## config.mk

```make
export PLATFORM = sky130hd
export DESIGN_NAME = move_to_front_binding_table_unit_flat
export DESIGN_NICKNAME = d
export VERILOG_FILES = /design/src/hdl/mtf_pkg.sv /design/src/hdl/mtf_if.sv /design/src/hdl/move_to_front_binding_table_unit.sv /design/src/hdl/mtf_front.sv /design/src/hdl/mtf_back.sv /design/src/flat_wrapper.sv
export SDC_FILE = /design/constraint.sdc
export NUM_CORES = 2
export LEC_CHECK = 0
export ABC_AREA = 1
export CAP_MARGIN = 40
export CORE_ASPECT_RATIO = 0.6
export CORE_UTILIZATION = 35
export CTS_BUF_LIST = sky130_fd_sc_hd__clkbuf_8
export DETAILED_ROUTE_END_ITERATION = 6
export DONT_BUFFER_PORTS = 1
export GPL_ROUTABILITY_DRIVEN = 0
export PLACE_DENSITY = 0.53
export SLEW_MARGIN = 20
export SYNTH_ARGS = -nofsm -noshare
export SYNTH_HDL_FRONTEND = slang
export SYNTH_HIERARCHICAL = 1
export SYNTH_SLANG_ARGS = --single-unit
```

## constraint.sdc

```tcl
create_clock -name clk -period 24.5 [get_ports clk]
set_input_delay 4.9 -clock clk [delete_from_list [all_inputs] [get_ports clk]]
set_output_delay 4.9 -clock clk [all_outputs]
set_load 0.05 [all_outputs]
```

## src/hdl/mtf_pkg.sv

```systemverilog
// Shared types and codes for the move-to-front binding table.
package mtf_pkg;

  typedef enum logic [1:0] {
    CMD_ADD    = 2'd0,
    CMD_LOOKUP = 2'd1,
    CMD_CLEAR  = 2'd2,
    CMD_NOP    = 2'd3
  } cmd_t;

  typedef enum logic [1:0] {
    ST_OK   = 2'd0,
    ST_MISS = 2'd1,
    ST_FULL = 2'd2
  } status_t;

  localparam int KEY_W   = 32;
  localparam int VALUE_W = 64;
  localparam int POS_W   = 4;
  localparam int COUNT_W = 5;

  typedef struct packed {
    cmd_t               cmd;
    logic [KEY_W-1:0]   key;
    logic [VALUE_W-1:0] value;
  } mtf_op_t;

endpackage

```

## src/hdl/mtf_if.sv

```systemverilog
// Request and response channel interfaces.
interface mtf_req_if;
  logic        valid;
  logic        ready;
  logic [1:0]  cmd;
  logic [31:0] key;
  logic [63:0] value_in;

  modport source (output valid, cmd, key, value_in, input ready);
  modport sink (input valid, cmd, key, value_in, output ready);
endinterface

interface mtf_rsp_if;
  logic        valid;
  logic        ready;
  logic [1:0]  status;
  logic [63:0] value_out;
  logic [3:0]  hit_position;
  logic [4:0]  entry_count;

  modport source (output valid, status, value_out, hit_position, entry_count, input ready);
  modport sink (input valid, status, value_out, hit_position, entry_count, output ready);
endinterface

```

## src/hdl/move_to_front_binding_table_unit.sv

```systemverilog
// Top level of the move-to-front binding table.
// Path: a request passes the front-end queue, then the back-end response register.
// Throughput: one transaction per cycle while rsp.ready is high, set by the table's
// match-and-shift in the back end; a two-entry queue separates front and back.
// Reset (rst, synchronous): empties the table count, queue and response register;
// table contents are left as they were and never read before being written.
module move_to_front_binding_table_unit import mtf_pkg::*; #(
  parameter int TABLE_DEPTH = 16,
  parameter int KEY_BITS    = 32
) (
  input logic      clk,
  input logic      rst,
  mtf_req_if.sink  req,
  mtf_rsp_if.source rsp
);

  logic    op_valid;
  logic    op_ready;
  mtf_op_t op;

  mtf_front #(
    .KEY_BITS (KEY_BITS)
  ) u_front (
    .clk      (clk),
    .rst      (rst),
    .req      (req),
    .op_valid (op_valid),
    .op_ready (op_ready),
    .op       (op)
  );

  mtf_back #(
    .TABLE_DEPTH (TABLE_DEPTH),
    .KEY_BITS    (KEY_BITS)
  ) u_back (
    .clk      (clk),
    .rst      (rst),
    .op_valid (op_valid),
    .op_ready (op_ready),
    .op       (op),
    .rsp      (rsp)
  );

endmodule

```

## src/hdl/mtf_front.sv

```systemverilog
// Front end: accepts requests, decodes and masks them, and queues them.
module mtf_front import mtf_pkg::*; #(
  parameter int KEY_BITS = 32
) (
  input  logic       clk,
  input  logic       rst,
  mtf_req_if.sink    req,
  output logic       op_valid,
  input  logic       op_ready,
  output mtf_op_t    op
);

  localparam int KW = (KEY_BITS < KEY_W) ? KEY_BITS : KEY_W;
  localparam logic [KEY_W-1:0] KEY_MASK = {KEY_W{1'b1}} >> (KEY_W - KW);

  mtf_op_t    slots [2];
  logic       wr_ptr;
  logic       rd_ptr;
  logic [1:0] fill;
  logic       push;
  logic       pop;
  mtf_op_t    decoded;

  assign req.ready = (fill != 2'd2);
  assign push      = req.valid && req.ready;
  assign op_valid  = (fill != 2'd0);
  assign pop       = op_valid && op_ready;
  assign op        = slots[rd_ptr];

  always_comb begin
    decoded.cmd   = cmd_t'(req.cmd);
    decoded.key   = req.key & KEY_MASK;
    decoded.value = req.value_in;
  end

  always_ff @(posedge clk) begin
    if (push) begin
      slots[wr_ptr] <= decoded;
    end
  end

  always_ff @(posedge clk) begin
    if (rst) begin
      wr_ptr <= 1'b0;
      rd_ptr <= 1'b0;
      fill   <= 2'd0;
    end else begin
      if (push) begin
        wr_ptr <= ~wr_ptr;
      end
      if (pop) begin
        rd_ptr <= ~rd_ptr;
      end
      case ({push, pop})
        2'b10:   fill <= fill + 2'd1;
        2'b01:   fill <= fill - 2'd1;
        default: fill <= fill;
      endcase
    end
  end

endmodule

```

## src/hdl/mtf_back.sv

```systemverilog
// Back end: binding table, parallel match, move-to-front shift, response register.
module mtf_back import mtf_pkg::*; #(
  parameter int TABLE_DEPTH = 16,
  parameter int KEY_BITS    = 32
) (
  input  logic       clk,
  input  logic       rst,
  input  logic       op_valid,
  output logic       op_ready,
  input  mtf_op_t    op,
  mtf_rsp_if.source  rsp
);

  localparam int KW = (KEY_BITS < KEY_W) ? KEY_BITS : KEY_W;
  localparam int PW = $clog2(TABLE_DEPTH);
  localparam int CW = $clog2(TABLE_DEPTH + 1);

  logic [KW-1:0]      entry_keys   [TABLE_DEPTH];
  logic [VALUE_W-1:0] entry_values [TABLE_DEPTH];
  logic [CW-1:0]      used_count;
  logic [CW-1:0]      used_count_next;

  logic               out_valid;
  status_t            out_status;
  logic [VALUE_W-1:0] out_value;
  logic [POS_W-1:0]   out_pos;
  logic [COUNT_W-1:0] out_count;

  logic                   take;
  logic [TABLE_DEPTH-1:0] match;
  logic [TABLE_DEPTH-1:0] first;
  logic [TABLE_DEPTH-1:0] behind;
  logic [TABLE_DEPTH-1:0] shift_en;
  logic                   hit;
  logic [PW-1:0]          hit_pos;
  logic [VALUE_W-1:0]     hit_value;
  logic                   full;
  logic                   add_do;
  logic                   move_do;
  logic [VALUE_W-1:0]     front_value;
  status_t                status_next;
  logic [VALUE_W-1:0]     value_next;
  logic [PW+POS_W-1:0]    pos_ext;
  logic [CW+COUNT_W-1:0]  count_ext;

  assign op_ready = !out_valid || rsp.ready;
  assign take     = op_valid && op_ready;

  always_comb begin
    hit_pos   = '0;
    hit_value = '0;
    for (int i = 0; i < TABLE_DEPTH; i++) begin
      match[i] = (CW'(i) < used_count) && (entry_keys[i] == op.key[KW-1:0]);
    end
    first = match & (~match + TABLE_DEPTH'(1));
    hit   = |match;
    for (int i = 0; i < TABLE_DEPTH; i++) begin
      if (first[i]) begin
        hit_pos = hit_pos | PW'(i);
      end
      hit_value = hit_value | ({VALUE_W{first[i]}} & entry_values[i]);
      behind[i] = |(first & ({TABLE_DEPTH{1'b1}} << i));
    end
  end

  always_comb begin
    full            = (used_count == CW'(TABLE_DEPTH));
    add_do          = 1'b0;
    move_do         = 1'b0;
    used_count_next = used_count;
    status_next     = ST_OK;
    value_next      = '0;
    pos_ext         = '0;
    case (op.cmd)
      CMD_ADD: begin
        if (full) begin
          status_next = ST_FULL;
        end else begin
          add_do          = 1'b1;
          used_count_next = used_count + CW'(1);
        end
      end
      CMD_LOOKUP: begin
        if (hit) begin
          move_do    = (hit_pos >= PW'(3));
          value_next = hit_value;
          pos_ext    = {{POS_W{1'b0}}, hit_pos};
        end else begin
          status_next = ST_MISS;
        end
      end
      CMD_CLEAR: begin
        used_count_next = '0;
      end
      default: begin
        used_count_next = used_count;
      end
    endcase
    count_ext   = {{COUNT_W{1'b0}}, used_count_next};
    front_value = add_do ? op.value : hit_value;
    for (int j = 0; j < TABLE_DEPTH; j++) begin
      shift_en[j] = add_do || (move_do && behind[j]);
    end
  end

  always_ff @(posedge clk) begin
    if (take) begin
      if (shift_en[0]) begin
        entry_keys[0]   <= op.key[KW-1:0];
        entry_values[0] <= front_value;
      end
      for (int j = 1; j < TABLE_DEPTH; j++) begin
        if (shift_en[j]) begin
          entry_keys[j]   <= entry_keys[j-1];
          entry_values[j] <= entry_values[j-1];
        end
      end
      out_status <= status_next;
      out_value  <= value_next;
      out_pos    <= pos_ext[POS_W-1:0];
      out_count  <= count_ext[COUNT_W-1:0];
    end
  end

  always_ff @(posedge clk) begin
    if (rst) begin
      used_count <= '0;
      out_valid  <= 1'b0;
    end else begin
      if (take) begin
        used_count <= used_count_next;
        out_valid  <= 1'b1;
      end else if (rsp.ready) begin
        out_valid <= 1'b0;
      end
    end
  end

  assign rsp.valid        = out_valid;
  assign rsp.status       = out_status;
  assign rsp.value_out    = out_value;
  assign rsp.hit_position = out_pos;
  assign rsp.entry_count  = out_count;

endmodule

```

## src/flat_wrapper.sv

```systemverilog
// flat-port wrapper written by rule: the top's interface ports become plain ports
module move_to_front_binding_table_unit_flat import mtf_pkg::*;
#(
  parameter int TABLE_DEPTH = 16,
  parameter int KEY_BITS    = 32
)
  (clk, rst, req_valid, req_cmd, req_key, req_value_in, req_ready, rsp_valid, rsp_status, rsp_value_out, rsp_hit_position, rsp_entry_count, rsp_ready);
  mtf_req_if req_i ();
  mtf_rsp_if rsp_i ();
  input logic clk;
  input logic rst;
  input wire logic [$bits(req_i.valid)-1:0] req_valid;
  input wire logic [$bits(req_i.cmd)-1:0] req_cmd;
  input wire logic [$bits(req_i.key)-1:0] req_key;
  input wire logic [$bits(req_i.value_in)-1:0] req_value_in;
  output wire logic [$bits(req_i.ready)-1:0] req_ready;
  output wire logic [$bits(rsp_i.valid)-1:0] rsp_valid;
  output wire logic [$bits(rsp_i.status)-1:0] rsp_status;
  output wire logic [$bits(rsp_i.value_out)-1:0] rsp_value_out;
  output wire logic [$bits(rsp_i.hit_position)-1:0] rsp_hit_position;
  output wire logic [$bits(rsp_i.entry_count)-1:0] rsp_entry_count;
  input wire logic [$bits(rsp_i.ready)-1:0] rsp_ready;
  assign req_i.valid = req_valid;
  assign req_i.cmd = req_cmd;
  assign req_i.key = req_key;
  assign req_i.value_in = req_value_in;
  assign req_ready = req_i.ready;
  assign rsp_valid = rsp_i.valid;
  assign rsp_status = rsp_i.status;
  assign rsp_value_out = rsp_i.value_out;
  assign rsp_hit_position = rsp_i.hit_position;
  assign rsp_entry_count = rsp_i.entry_count;
  assign rsp_i.ready = rsp_ready;
  move_to_front_binding_table_unit #(.TABLE_DEPTH(TABLE_DEPTH), .KEY_BITS(KEY_BITS)) u_core (.clk(clk), .rst(rst), .req(req_i), .rsp(rsp_i));
endmodule
```

==> flow_metrics.tcl <==
set metrics [dict create \
    fin_skew_ns 0.108 \
    cts_max_path_buffers 4 \
    ys_async_sr_fraction 0 \
    grt_pass1_vias 49300 \
    syn_inst 6331 \
    first_iter_violations 8668 \
    multi_input_area_um2 19600 \
    syn-num-nets 6436 \
    grt_antenna_before_repair 12 \
    synth_top_family_by_area "simple AND/OR/NAND/NOR gates" \
    io_pins 179 \
    critPathMaxStageDelay_ns 0.76 \
    synth_compound_area_frac 0.0138 \
    final_cell_count_no_fill 9612 \
    port_buffers 0 \
    hold_slack_ns 0.374 \
    die_area_um2 221000 \
    die_w_um 606 \
    num_rows 132 \
    grt_use_total 0.247 \
    drtAntennaViolNets 0 \
    synth_top_cell_by_area "edfxtp_1" \
    grt_max_degree 97 \
    crit_type "reg2reg" \
    wirelength_um 281000 \
    synth_top_flop_cell "edfxtp_1" \
    synth_area_leaders "edfxtp_1 71%, nand2_1 8.0%, nand3_1 3.5%" \
    cp.arrival_ns 9.55 \
    cts_root_buf "clkbuf_8" \
    ir_drop_v 0.0000591 \
    rsz0062_at_grt "false" \
    core-area_um2 217000 \
    max_freq_ghz 0.111 \
    cts_sinks 1818 \
    synth_top_area_share 0.708 \
    p_leak_nw 30.9 \
    synth_most_common_cell "edfxtp_1" \
    cts_buffers 295 \
    crit_fanout 47 \
    tightest_slew_ns 1.07 \
    finalCriticalPeriod_ns 9.03 \
    r2r_slack_ns 15.47 \
    rr_worst_depth 29 \
    slowest_stage "mux2_2" \
    drc 104 \
    viasPerCell 5.61 \
    wl_per_cell_um 29.3 \
    r2r_end "u_core/u_back/entry_values[0][489]$_DFFE_PP_" \
    drv_cap 0 \
    synth_fa_ha_area_frac 0.000490 \
    setup_viol 0 \
    drive_gt1_frac 0.113 \
    fin_ws_ns 15.47 \
    cp-start-kind "register" \
    required_ns 25.02 \
    synth_common_cells "1807 x edfxtp_1, 1629 x nand2_1, 636 x nor2_1" \
    seqCellArea_um2 54500 \
    hp-start "u_core/u_back/entry_values[0][242]$_DFFE_PP_" \
    cts-resized-gates 0 \
    status "finished with violations" \
    clk_latency_ns 0.96 \
    nFillCells 20700 \
    p_per_area_nw_per_um2 117 \
    num_vias 53900 \
    start_util 0.354 \
    tns_ns 0 \
    synthXorXnorAreaFrac 0.0285 \
    ys_ff_latch 1818 \
    seq_area_frac_synth 0.711 \
    pre_cts_ws_ns 15.68 \
    synthSimpleGateAreaFrac 0.194 \
    clkTransAtPathRegs_ns 0.07 \
    overflow 0 \
    area_growth_pct 11.8 \
    post_cts_buffers 0 \
    hold_buffers 0 \
    h-tree-depth 5 \
    place_hpwl_um 186000 \
    final_cell_area_um2 85700 \
    crit_top_cell "nand2_1" \
    post-route-util 0.396 \
    placed_area_um2 80100 \
    endpoint_kind "register" \
    yosysWarnings 6 \
    drt_pass1_iterations 7 \
    place_inst 9072 \
    maxSlewHeadroom 0.278 \
    hold_viol 0 \
    synthMuxAreaShare 0.0154 \
    die_h_um 364 \
    yosysUniqueCellTypes 51 \
    num-nets-final 6610 \
    violations "DRC" \
    finalCritPeriodShare 0.369 \
    whs_endpoint "u_core/u_back/entry_values[0][306]$_DFFE_PP_" \
    hold_class "reg2reg" \
    p_total_mw 10.0 \
    hold_depth 0 \
    syn-cell-area_um2 76600 \
    synth_edf_count 1807 \
    slew_violations 0 \
    synth.avg_cell_area_um2 12.1 \
    cts_tree "done" \
    grt_pass1_wl_um 383000 \
]
[registers in the layout, indices dropped and copies added (netlist names), named ones only]
| register | cells |
|---|---|
| u_core/u_back/entry_values | 1024 |
| u_core/u_back/entry_keys | 512 |
| u_core/u_front/slots | 196 |
| u_core/u_back/rsp.value_out | 64 |
| u_core/u_back/rsp.entry_count | 5 |
| u_core/u_back/used_count | 5 |
| u_core/u_back/rsp.hit_position | 4 |
| u_core/u_back/rsp.status | 2 |
| u_core/u_front/fill | 2 |
| u_core/u_back/rsp.valid | 1 |
| u_core/u_front/rd_ptr | 1 |
| u_core/u_front/wr_ptr | 1 |
[metal layers]
metal | track usage | wire length, um
met1 | 0.370 | 123000
met2 | 0.298 | 101000
met3 | 0.127 | 47900
met4 | 0.0706 | 8540
met5 | 0.0284 | 1240
[how the worst max path moves through the flow]
stage                   start                                           end  slack (ns)
floorplan           rsp_ready      u_core/u_back/entry_keys[0][0]$_DFFE_PP_       13.70
detailed placement   register    u_core/u_back/entry_keys[0][236]$_DFFE_PP_       15.68
global placement     register    u_core/u_back/entry_keys[0][239]$_DFFE_PP_       15.43
finish               register  u_core/u_back/entry_values[0][489]$_DFFE_PP_       15.47
global route         register  u_core/u_back/entry_values[0][453]$_DFFE_PP_       15.30
CTS                  register  u_core/u_back/entry_values[0][489]$_DFFE_PP_       15.65
[worst max-delay path, delay by kind of cell (launching register included)]
kind	cells	cell delay, ns
flip-flops	1	0.44
AND/OR/NAND/NOR	18	2.12
AO/OA/AOI/OAI	1	0.53
buffers and inverters	9	4.56
multiplexers	1	0.76
[cell usage in the layout, fill, tap and decap left out, types with 11 or more instances in the layout]
cell / n
clkinv_1: 74
o21ai_0: 32
nand3_1: 535
mux2_4: 20
nand2_1: 1627
or2_2: 74
nand3b_1: 77
bufinv_16: 12
mux2_2: 78
nor2_4: 21
inv_2: 29
clkinv_2: 29
nand4_1: 275
nor3_1: 44
or2_1: 28
edfxtp_1: 1807
diode_2: 15
buf_16: 11
buf_4: 100
xor2_1: 56
a21oi_1: 141
xnor2_1: 193
nor2_1: 626
clkbuf_8: 299
inv_1: 383
[report_power, final]
group | switching [mW] | leakage (nW) | internal [mW]
sequential | 0.608 | 16.7 | 4.33
combinational | 1.95 | 11.2 | 0.580
clock | 1.27 | 3.03 | 1.27
total | 3.83 | 30.9 | 6.17
[cell families (layout without fill, tap and decap cells)]
logic type	Yosys count	after routing
AND/OR/NAND/NOR	3367	3367
flip-flops	1818	1818
buffers and inverters	593	978
XOR/XNOR	249	249
AO/OA/AOI/OAI	203	203
multiplexers	98	98
adder cells (fa/ha/maj)	3	3
other	0	15
[cell type report]
cell class	count	area share
Tap cell	2881	0.0420
Timing Repair Buffer	129	0.0152
Antenna cell	15	0.000438
Multi-Input combinational cell	3920	0.229
Inverter	341	0.0151
Clock inverter	209	0.0147
Clock buffer	299	0.0480
Sequential cell	1818	0.636
Power figures use the tool's default switching activity.
